$ cat src/rtl/dqem_pkg.sv
// Shared types and constants for the dual quadrature encoder monitor.
`default_nettype none

package dqem_pkg;

    localparam int FRAME_LEN = 14;
    localparam int FRAME_CNT_W = $clog2(FRAME_LEN + 1);
    localparam int POS_W = 16;
    localparam int TICK_W = 8;
    localparam int APB_ADDR_W = 3;
    localparam int APB_DATA_W = 32;

    localparam logic [7:0] HASH_BYTE = 8'h23;
    localparam logic [TICK_W-1:0] WINDOW_RESET = 8'd64;
    localparam logic [APB_ADDR_W-1:0] ADDR_WINDOW = 3'd0;

    typedef enum logic [1:0] {
        CMD_LEFT_EDGE  = 2'd0,
        CMD_RIGHT_EDGE = 2'd1,
        CMD_TICK       = 2'd2,
        CMD_RX_PAIR    = 2'd3
    } t_cmd;

    typedef struct packed {
        logic             direction;
        logic             borrow;
        logic [POS_W-1:0] position;
        logic [POS_W-1:0] pulses;
    } t_chan;

    typedef struct packed {
        logic step;
        logic phase_b;
        logic clear_pulses;
        logic clear_position;
    } t_chan_ctrl;

    typedef logic [FRAME_LEN-1:0][7:0] t_frame;

endpackage

`default_nettype wire

$ cat src/rtl/dqem_encoder.sv
// One encoder channel: direction, position with borrow flag, pulse count.
`default_nettype none

module dqem_encoder
    import dqem_pkg::*;
(
    input  wire             i_clk,
    input  wire             i_rst_n,
    input  wire t_chan_ctrl i_ctrl,
    output t_chan           o_status
);

    t_chan r_chan;
    t_chan n_chan;

    always_comb begin
        n_chan = r_chan;
        if (i_ctrl.step) begin
            // drop the pulse count when the direction turns
            if (r_chan.direction != i_ctrl.phase_b) begin
                n_chan.pulses = '0;
            end else begin
                n_chan.pulses = r_chan.pulses + POS_W'(1);
            end
            n_chan.direction = i_ctrl.phase_b;
            if (i_ctrl.phase_b) begin
                if (r_chan.position == {POS_W{1'b1}}) begin
                    n_chan.borrow = 1'b0;
                end
                n_chan.position = r_chan.position + POS_W'(1);
            end else begin
                if (r_chan.position == '0) begin
                    n_chan.borrow = 1'b1;
                end
                n_chan.position = r_chan.position - POS_W'(1);
            end
        end
        if (i_ctrl.clear_pulses) begin
            n_chan.pulses = '0;
        end
        if (i_ctrl.clear_position) begin
            n_chan.position = '0;
            n_chan.borrow   = 1'b0;
        end
    end

    always_ff @(posedge i_clk) begin
        if (!i_rst_n) begin
            r_chan <= '0;
        end else begin
            r_chan <= n_chan;
        end
    end

    assign o_status = r_chan;

endmodule

`default_nettype wire

$ cat src/rtl/dqem_frame.sv
// Status frame buffer and byte serializer with output register.
`default_nettype none

module dqem_frame
    import dqem_pkg::*;
(
    input  wire         i_clk,
    input  wire         i_rst_n,
    input  wire         i_load,
    input  wire t_frame i_frame,
    input  wire         i_stall,
    output logic        o_busy,
    output logic        o_valid,
    output logic [7:0]  o_byte,
    output logic        o_last
);

    t_frame                 r_frame;
    logic [FRAME_CNT_W-1:0] r_left;
    logic                   r_valid;
    logic [7:0]             r_byte;
    logic                   r_last;
    logic                   w_move;

    // advance when a byte is pending and the output register is free
    assign w_move = (r_left != '0) && (!r_valid || !i_stall);

    always_ff @(posedge i_clk) begin
        if (!i_rst_n) begin
            r_left  <= '0;
            r_valid <= 1'b0;
        end else begin
            if (i_load) begin
                r_left <= FRAME_CNT_W'(FRAME_LEN);
            end else if (w_move) begin
                r_left <= r_left - FRAME_CNT_W'(1);
            end
            if (w_move) begin
                r_valid <= 1'b1;
            end else if (!i_stall) begin
                r_valid <= 1'b0;
            end
        end
    end

    always_ff @(posedge i_clk) begin
        if (i_load) begin
            r_frame <= i_frame;
        end else if (w_move) begin
            r_frame <= {8'h00, r_frame[FRAME_LEN-1:1]};
        end
        if (w_move) begin
            r_byte <= r_frame[0];
            r_last <= (r_left == FRAME_CNT_W'(1));
        end
    end

    assign o_busy  = (r_left != '0);
    assign o_valid = r_valid;
    assign o_byte  = r_byte;
    assign o_last  = r_last;

endmodule

`default_nettype wire

$ cat src/rtl/dual_quadrature_encoder_monitor_core.sv
// Top level of the dual quadrature encoder monitor.
//
//  channel  | handshake                    | payload
//  ---------+------------------------------+------------------------------------------
//  input    | i_in_valid / o_in_stall      | i_cmd, i_phase_b, i_rx_first, i_rx_second,
//           |                              | i_lidar_fields, i_buttons, i_battery_a/b
//  output   | o_out_valid / i_out_stall    | o_frame_byte, o_last_byte
//  config   | psel, penable, pwrite, pready| paddr, pwdata, prdata
//
// Edge, tick and other items update state at the edge that accepts them: one item a cycle,
// unless stalled. A '##' pair captures the 14-byte frame; the serializer, when not stalled,
// sends one byte a cycle, and o_in_stall stays high until the last byte has moved into the
// output register. Synchronous active-low reset clears all counters, flags and the frame
// buffer control. i_out_stall holds the current byte; the serializer waits behind it.
`default_nettype none

module dual_quadrature_encoder_monitor_core
    import dqem_pkg::*;
(
    input  wire                   i_clk,
    input  wire                   i_rst_n,
    input  wire                   i_in_valid,
    output logic                  o_in_stall,
    input  wire  [1:0]            i_cmd,
    input  wire                   i_phase_b,
    input  wire  [7:0]            i_rx_first,
    input  wire  [7:0]            i_rx_second,
    input  wire  [3:0]            i_lidar_fields,
    input  wire  [3:0]            i_buttons,
    input  wire  [11:0]           i_battery_a,
    input  wire  [11:0]           i_battery_b,
    output logic                  o_out_valid,
    input  wire                   i_out_stall,
    output logic [7:0]            o_frame_byte,
    output logic                  o_last_byte,
    input  wire                   psel,
    input  wire                   penable,
    input  wire                   pwrite,
    input  wire  [APB_ADDR_W-1:0] paddr,
    input  wire  [APB_DATA_W-1:0] pwdata,
    output logic [APB_DATA_W-1:0] prdata,
    output logic                  pready
);

    logic [TICK_W-1:0] r_window;
    logic [TICK_W-1:0] r_tick;
    logic [TICK_W-1:0] n_tick;
    logic [POS_W-1:0]  r_left_speed;
    logic [POS_W-1:0]  r_right_speed;

    t_cmd       w_cmd;
    logic       w_accept;
    logic       w_tick;
    logic       w_window_end;
    logic       w_frame;
    logic       w_busy;
    t_chan_ctrl w_left_ctrl;
    t_chan_ctrl w_right_ctrl;
    t_chan      w_left;
    t_chan      w_right;
    t_frame     w_frame_bytes;

    assign pready = 1'b1;

    always_ff @(posedge i_clk) begin
        if (!i_rst_n) begin
            r_window <= WINDOW_RESET;
        end else if (psel && penable && pwrite && paddr == ADDR_WINDOW) begin
            r_window <= pwdata[TICK_W-1:0];
        end
    end

    always_comb begin
        prdata = '0;
        if (paddr == ADDR_WINDOW) begin
            prdata = APB_DATA_W'(r_window);
        end
    end

    assign o_in_stall = w_busy;
    assign w_accept   = i_in_valid && !w_busy;
    assign w_cmd      = t_cmd'(i_cmd);
    assign w_tick     = w_accept && (w_cmd == CMD_TICK);
    assign n_tick     = r_tick + TICK_W'(1);
    assign w_window_end = w_tick && (n_tick == r_window);
    assign w_frame    = w_accept && (w_cmd == CMD_RX_PAIR)
                        && (i_rx_first == HASH_BYTE) && (i_rx_second == HASH_BYTE);

    always_comb begin
        w_left_ctrl.step           = w_accept && (w_cmd == CMD_LEFT_EDGE);
        w_left_ctrl.phase_b        = i_phase_b;
        w_left_ctrl.clear_pulses   = w_window_end;
        w_left_ctrl.clear_position = w_frame;
        w_right_ctrl.step           = w_accept && (w_cmd == CMD_RIGHT_EDGE);
        w_right_ctrl.phase_b        = i_phase_b;
        w_right_ctrl.clear_pulses   = w_window_end;
        w_right_ctrl.clear_position = w_frame;
    end

    dqem_encoder u_left (
        .i_clk    (i_clk),
        .i_rst_n  (i_rst_n),
        .i_ctrl   (w_left_ctrl),
        .o_status (w_left)
    );

    dqem_encoder u_right (
        .i_clk    (i_clk),
        .i_rst_n  (i_rst_n),
        .i_ctrl   (w_right_ctrl),
        .o_status (w_right)
    );

    always_ff @(posedge i_clk) begin
        if (!i_rst_n) begin
            r_tick        <= '0;
            r_left_speed  <= '0;
            r_right_speed <= '0;
        end else if (w_tick) begin
            if (w_window_end) begin
                r_tick        <= '0;
                r_left_speed  <= w_left.pulses;
                r_right_speed <= w_right.pulses;
            end else begin
                r_tick <= n_tick;
            end
        end
    end

    always_comb begin
        w_frame_bytes[0]  = {2'b00, i_buttons[1], i_buttons[0], i_lidar_fields[1],
                             i_lidar_fields[0], w_left.borrow, w_left.direction};
        w_frame_bytes[1]  = {2'b00, i_buttons[3], i_buttons[2], i_lidar_fields[3],
                             i_lidar_fields[2], w_right.borrow, w_right.direction};
        w_frame_bytes[2]  = r_left_speed[15:8];
        w_frame_bytes[3]  = r_left_speed[7:0];
        w_frame_bytes[4]  = r_right_speed[15:8];
        w_frame_bytes[5]  = r_right_speed[7:0];
        w_frame_bytes[6]  = w_left.position[7:0];
        w_frame_bytes[7]  = w_left.position[15:8];
        w_frame_bytes[8]  = w_right.position[7:0];
        w_frame_bytes[9]  = w_right.position[15:8];
        w_frame_bytes[10] = i_battery_a[7:0];
        w_frame_bytes[11] = {4'h0, i_battery_a[11:8]};
        w_frame_bytes[12] = i_battery_b[7:0];
        w_frame_bytes[13] = {4'h0, i_battery_b[11:8]};
    end

    dqem_frame u_frame (
        .i_clk   (i_clk),
        .i_rst_n (i_rst_n),
        .i_load  (w_frame),
        .i_frame (w_frame_bytes),
        .i_stall (i_out_stall),
        .o_busy  (w_busy),
        .o_valid (o_out_valid),
        .o_byte  (o_frame_byte),
        .o_last  (o_last_byte)
    );

    a_frame_blocks_input: assert property (@(posedge i_clk) disable iff (!i_rst_n)
        w_frame |=> o_in_stall)
        else $error("frame request did not block input");

    a_frame_clears_pos: assert property (@(posedge i_clk) disable iff (!i_rst_n)
        w_frame |=> (w_left.position == '0 && w_right.position == '0
                     && !w_left.borrow && !w_right.borrow))
        else $error("positions not cleared after frame");

    a_left_dir_follows_b: assert property (@(posedge i_clk) disable iff (!i_rst_n)
        w_left_ctrl.step |=> (w_left.direction == $past(i_phase_b)))
        else $error("left direction does not follow B level");

    a_window_clears_pulses: assert property (@(posedge i_clk) disable iff (!i_rst_n)
        w_window_end |=> (r_tick == '0 && w_left.pulses == '0 && w_right.pulses == '0))
        else $error("window end did not clear pulse counts");

endmodule

`default_nettype wire
$ cat config.mk
export PLATFORM = sky130hd
export DESIGN_NAME = dual_quadrature_encoder_monitor_core
export DESIGN_NICKNAME = d
export VERILOG_FILES = /design/src/rtl/dqem_pkg.sv /design/src/rtl/dqem_encoder.sv /design/src/rtl/dqem_frame.sv /design/src/rtl/dual_quadrature_encoder_monitor_core.sv
export SDC_FILE = /design/constraint.sdc
export NUM_CORES = 1
export LEC_CHECK = 0
export ABC_AREA = 1
export ABC_CLOCK_PERIOD_IN_PS = 5200
export BUFFER_PORTS_ARGS = -buffer_cell sky130_fd_sc_hd__clkbuf_2
export CELL_PAD_IN_SITES_DETAIL_PLACEMENT = 0
export CELL_PAD_IN_SITES_GLOBAL_PLACEMENT = 1
export CORE_MARGIN = 2
export CORE_UTILIZATION = 35
export CTS_BUF_LIST = sky130_fd_sc_hd__clkbuf_4 sky130_fd_sc_hd__clkbuf_8
export CTS_CLUSTER_SIZE = 30
export DETAILED_ROUTE_END_ITERATION = 12
export PLACE_DENSITY = 0.74
export SETUP_SLACK_MARGIN = 0.02
export SLEW_MARGIN = 10
export SYNTH_ARGS = -nofsm -noshare
export SYNTH_HDL_FRONTEND = slang
export SYNTH_SLANG_ARGS = --single-unit
$ cat constraint.sdc
create_clock -name i_clk -period 5.2 [get_ports i_clk]
set_input_delay 0 -clock i_clk [delete_from_list [all_inputs] [get_ports i_clk]]
set_output_delay 0 -clock i_clk [all_outputs]
set_load 0.005 [all_outputs]
# --- Yosys cells after proc, flatten, opt, wreduce, memory -nomap -nowiden ---
# Index checks and enable logic that the tools add are counted.
word_totals:
  ff_bits: 238
  input_bits: 93
  wordCells: 102
op_classes:
  n_addsub: 8
  n_reduce_logical: 29
  bitwise: 1
  n_eq_ne: 14
  mux: 16
ops:
  columns: ["cell", "count"]
  rows:
  - ["108-bit 2-to-1 mux", 2]
  - ["16-bit by 1-bit adder with 16-bit output, second input constant", 4]
  - ["17-bit 2-to-1 mux", 2]
  - ["16-bit equality test, second input constant", 2]
  - ["16-bit zero test", 2]
  - ["16-bit 2-to-1 mux", 2]
  - ["16-bit by 1-bit subtractor with 16-bit output, second input constant", 2]
  - ["8-bit by 6-bit equality test with 1-bit output, second input constant", 2]
  - ["8-bit 2-to-1 mux", 2]
  - ["1-bit logical AND", 12]
  - ["8-bit by 1-bit adder with 8-bit output, second input constant", 1]
  - ["8-bit equality test", 1]
  - ["4-bit 2-to-1 mux", 2]
  - ["1-bit 2-to-1 mux", 6]
  - ["2-bit by 1-bit inequality test with 1-bit output, second input constant", 3]
  - ["3-bit AND reduction", 2]
  - ["2-bit nonzero test", 3]
  - ["2-bit equality test, second input constant", 2]
  - ["4-bit by 1-bit equality test with 1-bit output, second input constant", 1]
  - ["4-bit nonzero test", 1]
  - ["2-bit OR reduction", 2]
  - ["4-bit by 1-bit subtractor with 4-bit output, second input constant", 1]
  - ["1-bit zero test", 3]
  - ["3-bit zero test", 1]
  - ["other kinds (6)", 7]

# --- Depth between registers and ports, before layout ---
depth:
  ltp_word: 7
  depth_mapped: 14
  depth_no_buf: 12

# --- Modules after synthesis ---
# A second synthesis with hierarchy kept.
hier_totals:
  hier_cells: 1736
  area_unflattened_um2: 12896.1
modules_own_cells:
  columns: ["mod", "area_per_inst_um2", "cells_each", "instances"]
  rows:
  - ["dqem_frame", 5336.4, 520, 1]
  - ["dqem_encoder", 2497.4, 404, 2]
  - ["dual_quadrature_encoder_monitor_core", 2565.0, 408, 1]

# --- Least setup slack after synthesis ---
# OpenSTA, ideal clock, no wires.
synth_timing:
  path_kind: "reg-to-reg"
  from: "reg u_frame.r_left[0]"
  to: "reg u_frame.r_frame[0] (netlist bit), enable pin"
  setup_ps: 924
  required_ps: 4276
  arrival_time_ps: 2991
  stages_incl_launch_ff: 8
  n_path_buf: 1
  slack_ps: 1284
  path_cell_list: "dfxtp_1 inv_1 ha_1 nand3_2 inv_1 nand3_1 clkbuf_1 nand2_1"
synth_between:
  elab_chain_cells: 7
synth_lines:
  columns: ["item", "line", "source"]
  rows:
  - ["start: declaration", "dqem_frame.sv:19", "logic [FRAME_CNT_W-1:0] r_left;"]
  - ["start signal: assignment", "dqem_frame.sv:34", "r_left <= FRAME_CNT_W'(FRAME_LEN);"]
  - ["start signal: assignment", "dqem_frame.sv:36", "r_left <= r_left - FRAME_CNT_W'(1);"]
  - ["4-bit nonzero test (*)", "dqem_frame.sv:26, dqem_frame.sv:58", null]
  - ["1-bit zero test", "dual_quadrature_encoder_monitor_core.sv:81", "assign w_accept = i_in_valid && !w_busy;"]
  - ["1-bit logical AND", "dual_quadrature_encoder_monitor_core.sv:81", null]
  - ["1-bit logical AND", "dual_quadrature_encoder_monitor_core.sv:86", "assign w_frame = w_accept && (w_cmd == CMD_RX_PAIR)"]
  - ["1-bit logical AND (2 in a row)", "dual_quadrature_encoder_monitor_core.sv:87", "&& (i_rx_first == HASH_BYTE) && (i_rx_second == HASH_BYTE);"]
  - ["2-bit nonzero test (no source line) (*)", null, null]
  - ["end signal: assignment", "dqem_frame.sv:48", "r_frame <= i_frame;"]
  - ["end signal: assignment", "dqem_frame.sv:50", "r_frame <= {8'h00, r_frame[FRAME_LEN-1:1]};"]
  - ["end: declaration", "dqem_frame.sv:18", "t_frame r_frame;"]
# Mark *: on every way between the ends. The rest lies on a longest branch, timed or not.
# A chain may end at the register's enable or synchronous reset.

# --- Worst setup path in the final report ---
layout_timing:
  from: "reg u_frame.r_left[0]"
  to: "reg u_frame.r_left[2]"
layout_between:
  elab_chain_cells: 7
layout_lines:
  columns: ["item"]
  rows:
  - ["parallel branches: the longest is 7 deep, another holds 4-bit by 1-bit subtractor with 4-bit output"]
# Parallel ways; which one is timed is not known. The select of a mux whose other input is x is not followed.

==> results.yml <==
status:
  outcome: "finished clean"
clocking:
  cts_tree: "built"
  h-tree-depth: 2
  cts_resized: 0
  postCtsHoldBufs: 45
  cts-root-buf: "clkbuf_8"
  cts.clk_slew.worst_paths_ps: 70
  numCtsBuffers: 43
  clk_latency_ps: 570
  clk_path_buf_depth: 3
  clock-sinks: 238
  cts_setup_buffers: 0
synthesis:
  synth_top_area_cell: "edfxtp_1"
  ys_warn_count: 0
  synth_seq_area_share_pct: 45.7
  syn_area_per_cell_um2: 7.66
  synth_top_area_share_pct: 25.5
  ys_seq_elements: 238
  syn_area_mm2: 0.0128
  synth_area_leaders: "edfxtp_1 26%, dfxtp_1 20%, nand2_1 14%, nor2_1 5.6%, inv_1 5.0%"
  yosysUniqueCellTypes: 43
  synthCells: 1675
worst_hold_path:
  hp-class: "in -> reg"
  whs_path_depth: 3
cells_and_area:
  drive_gt1_share_pct: 12.3
  n_antenna_cell: 0
  fin_nets: 1924
  final_util_pct: 40.6
  fill_cells: 3701
  multi_input_area_mm2: 0.00583
  synthToLayoutAreaGrowth_pct: 15.2
  final_common_cell: "nand2_1"
  most-common-layout-cells: "494 x nand2_1, 191 x nor2_1, 170 x inv_1"
  seqCellArea_mm2: 0.00586
grt:
  grt_start_max_net_pins: 79
  grt_util_all_layers_pct: 16.5
  antenna_found_initial: 0
  grt_pass1_wl_um: 51900
  grt_remaining_overflow: 0
  grt_pass1_vias: 10401
timing:
  maxClockFrequency_ghz: 0.322
  relSlewSlack_pct: 29.5
  grt_setup_unrepaired: "no"
  setup_viol: 0
  skew_ps: 41.3
  period_minus_slack_ps: 3100
  report.final.slew_viol_count: 0
  finalSetupTns_ps: 0
  finalHoldViolations: 0
  worst_slew_pin_slew_ps: 1060
  fin_crit_sh_pct: 59.7
setup_path:
  cp_slowest_cell: "buf_4"
  crit_fanout: 63
  crit_family: "buffers and inverters"
  path_common_cell: "nand2_1"
  worstPathArrival_ps: 3610
  reg2reg_depth: 11
  crit_required_ps: 5710
  cp.depth: 11
  worst_setup_path_end_kind: "flip-flop"
  critPathMaxStageDelay_ps: 670
  cp_cell_sequence: "inv_1 > ha_1 > nand2_1 > nand2_1 > clkinv_2 > buf_4 > nand2_1 > or2_2 > nand3_1 > nand2_1 > inv_1"
  crit_type: "reg -> reg"
  startpoint_type: "flip-flop"
  crit_buf_inv: 4
routing:
  drtIter0Drc: 782
  dr.pass1.iters: 7
  drtAntennaViolNets: 0
  wl_um: 31800
  num_vias: 11003
  wl_per_cell_um: 13.8
  drc: 0
  viasPerCell: 4.79
flow_run:
  maxCapViolations: 0
floorplanning:
  die-area_mm2: 0.0382
  io_pins: 137
  core_mm2: 0.0363
  start_util_pct: 35.3
  die_y_um: 195
  chipWidth_um: 195
  num_rows: 70
placed_design:
  portBuffers: 87
  place.gp.congestion: 0.816
  hpwl_um: 21000
power_and_ir_drop:
  p_leak_nw: 6.41
  ir_drop_mv: 0.320
  p_per_area_mw_per_mm2: 420
-- cells by family (layout without fill, tap and decap cells) --
kind of cell / after synthesis / count (layout) / share of synthesized area (%)
adder cells (fa/ha/maj): 35 / 35 / 3.53
flip-flops: 238 / 238 / 45.7
AND/OR/NAND/NOR: 904 / 904 / 29.6
buffers and inverters: 268 / 401 / 9.78
XOR/XNOR: 15 / 15 / 1.02
other: 2 / 25 / 0.0586
AO/OA/AOI/OAI: 213 / 213 / 10.4
-- layer usage --
| layer | routed length, um | GRT usage (%) | vias up |
|---|---|---|---|
| li1 | - | - | 5710 |
| met1 | 15700 | 23.6 | 5015 |
| met2 | 14200 | 26.2 | 239 |
| met3 | 1430 | 2.35 | 39 |
| met4 | 477 | 4.47 | 0 |
| met5 | 0 | 0 | - |
-- worst paths after layout --
check / startpoint / end / slack, ps
worst max register to register: u_frame.r_left[0]$_SDFFE_PP0P_ / u_frame.r_left[2]$_SDFFE_PN0P_ / 2100
worst max-delay path: u_frame.r_left[0]$_SDFFE_PP0P_ / u_frame.r_left[2]$_SDFFE_PN0P_ / 2100
worst min-delay path: pwrite / r_window[1]$_SDFFE_PN0P_ / 80
worst min register to register: u_frame.r_frame[0]$_DFFE_PP_ / u_frame.o_byte[0]$_DFFE_PP_ / 430
-- state kept, by name (all words and copies together) (netlist names), 8 cells and up --
signal,flops
u_frame.o_byte,8
r_window,8
u_left.o_status,34
r_right_speed,16
u_right.o_status,34
u_frame.r_frame,108
r_tick,8
r_left_speed,16
-- per-stage QoR --
step	hold WS [ps]	instances	power (W)	instance area [um^2]	setup WS, ps
after floorplan	124	1698	0.00402	12900	1280
after global placement	220	2174	0.00444	13500	2140
after detailed placement	229	2174	0.00445	13500	2110
after CTS	46.7	2299	0.00629	14800	2070
after global routing	115	2299	0.00662	14800	1710
final	80.9	2299	0.00620	14800	2100
-- synthesized netlist by cell type --
| library cell | n |
|---|---|
| nand2_1 | 495 |
| nor2_1 | 191 |
| inv_1 | 170 |
| dfxtp_1 | 129 |
| nand3_1 | 125 |
| edfxtp_1 | 109 |
| a21oi_1 | 74 |
| o21ai_0 | 58 |
| nand4_1 | 38 |
| clkbuf_1 | 35 |
| ha_1 | 33 |
| a21oi_2 | 30 |
| buf_4 | 29 |
| nor3_1 | 25 |
| a41oi_1 | 22 |
| a211oi_1 | 12 |
| xnor2_1 | 12 |
| buf_2 | 9 |
| buf_6 | 8 |
| or2_2 | 7 |
| buf_8 | 6 |
| buf_1 | 5 |
| inv_2 | 5 |
| a21o_1 | 4 |
| nand2_2 | 4 |
| nand3b_1 | 4 |
| nor4_1 | 4 |
| o211ai_1 | 4 |
| o21bai_1 | 4 |
| nor3b_1 | 3 |
| xor2_1 | 3 |
| a31oi_1 | 2 |
| conb_1 | 2 |
| fa_1 | 2 |
| nor2_2 | 2 |
| nor2_4 | 2 |
| o21a_1 | 2 |
| clkinv_1 | 1 |
| nand3_2 | 1 |
| nor3_2 | 1 |
| nor3_4 | 1 |
| nor3b_2 | 1 |
| o21ai_1 | 1 |
-- report_power, final --
part | internal, W | total, W | leakage (nW) | switching (W)
Combinational | 0.000450 | 0.00150 | 3.80 | 0.00105
Sequential | 0.00274 | 0.00293 | 2.16 | 0.000190
Clock | 0.000964 | 0.00177 | 0.449 | 0.000803
-- worst min-delay path, stage by stage --
cell	delay, ps
clkbuf_2	90
nand4_1	350
a21oi_1	120
-- cell type report --
class | instances | area share [%]
Sequential cell | 238 | 39.6
Multi-Input combinational cell | 1192 | 39.5
Timing Repair Buffer | 145 | 6.66
Clock buffer | 62 | 4.97
Inverter | 176 | 4.48
Tap cell | 468 | 3.96
Clock inverter | 18 | 0.796
Note: power is estimated with default switching activity, not from simulation.
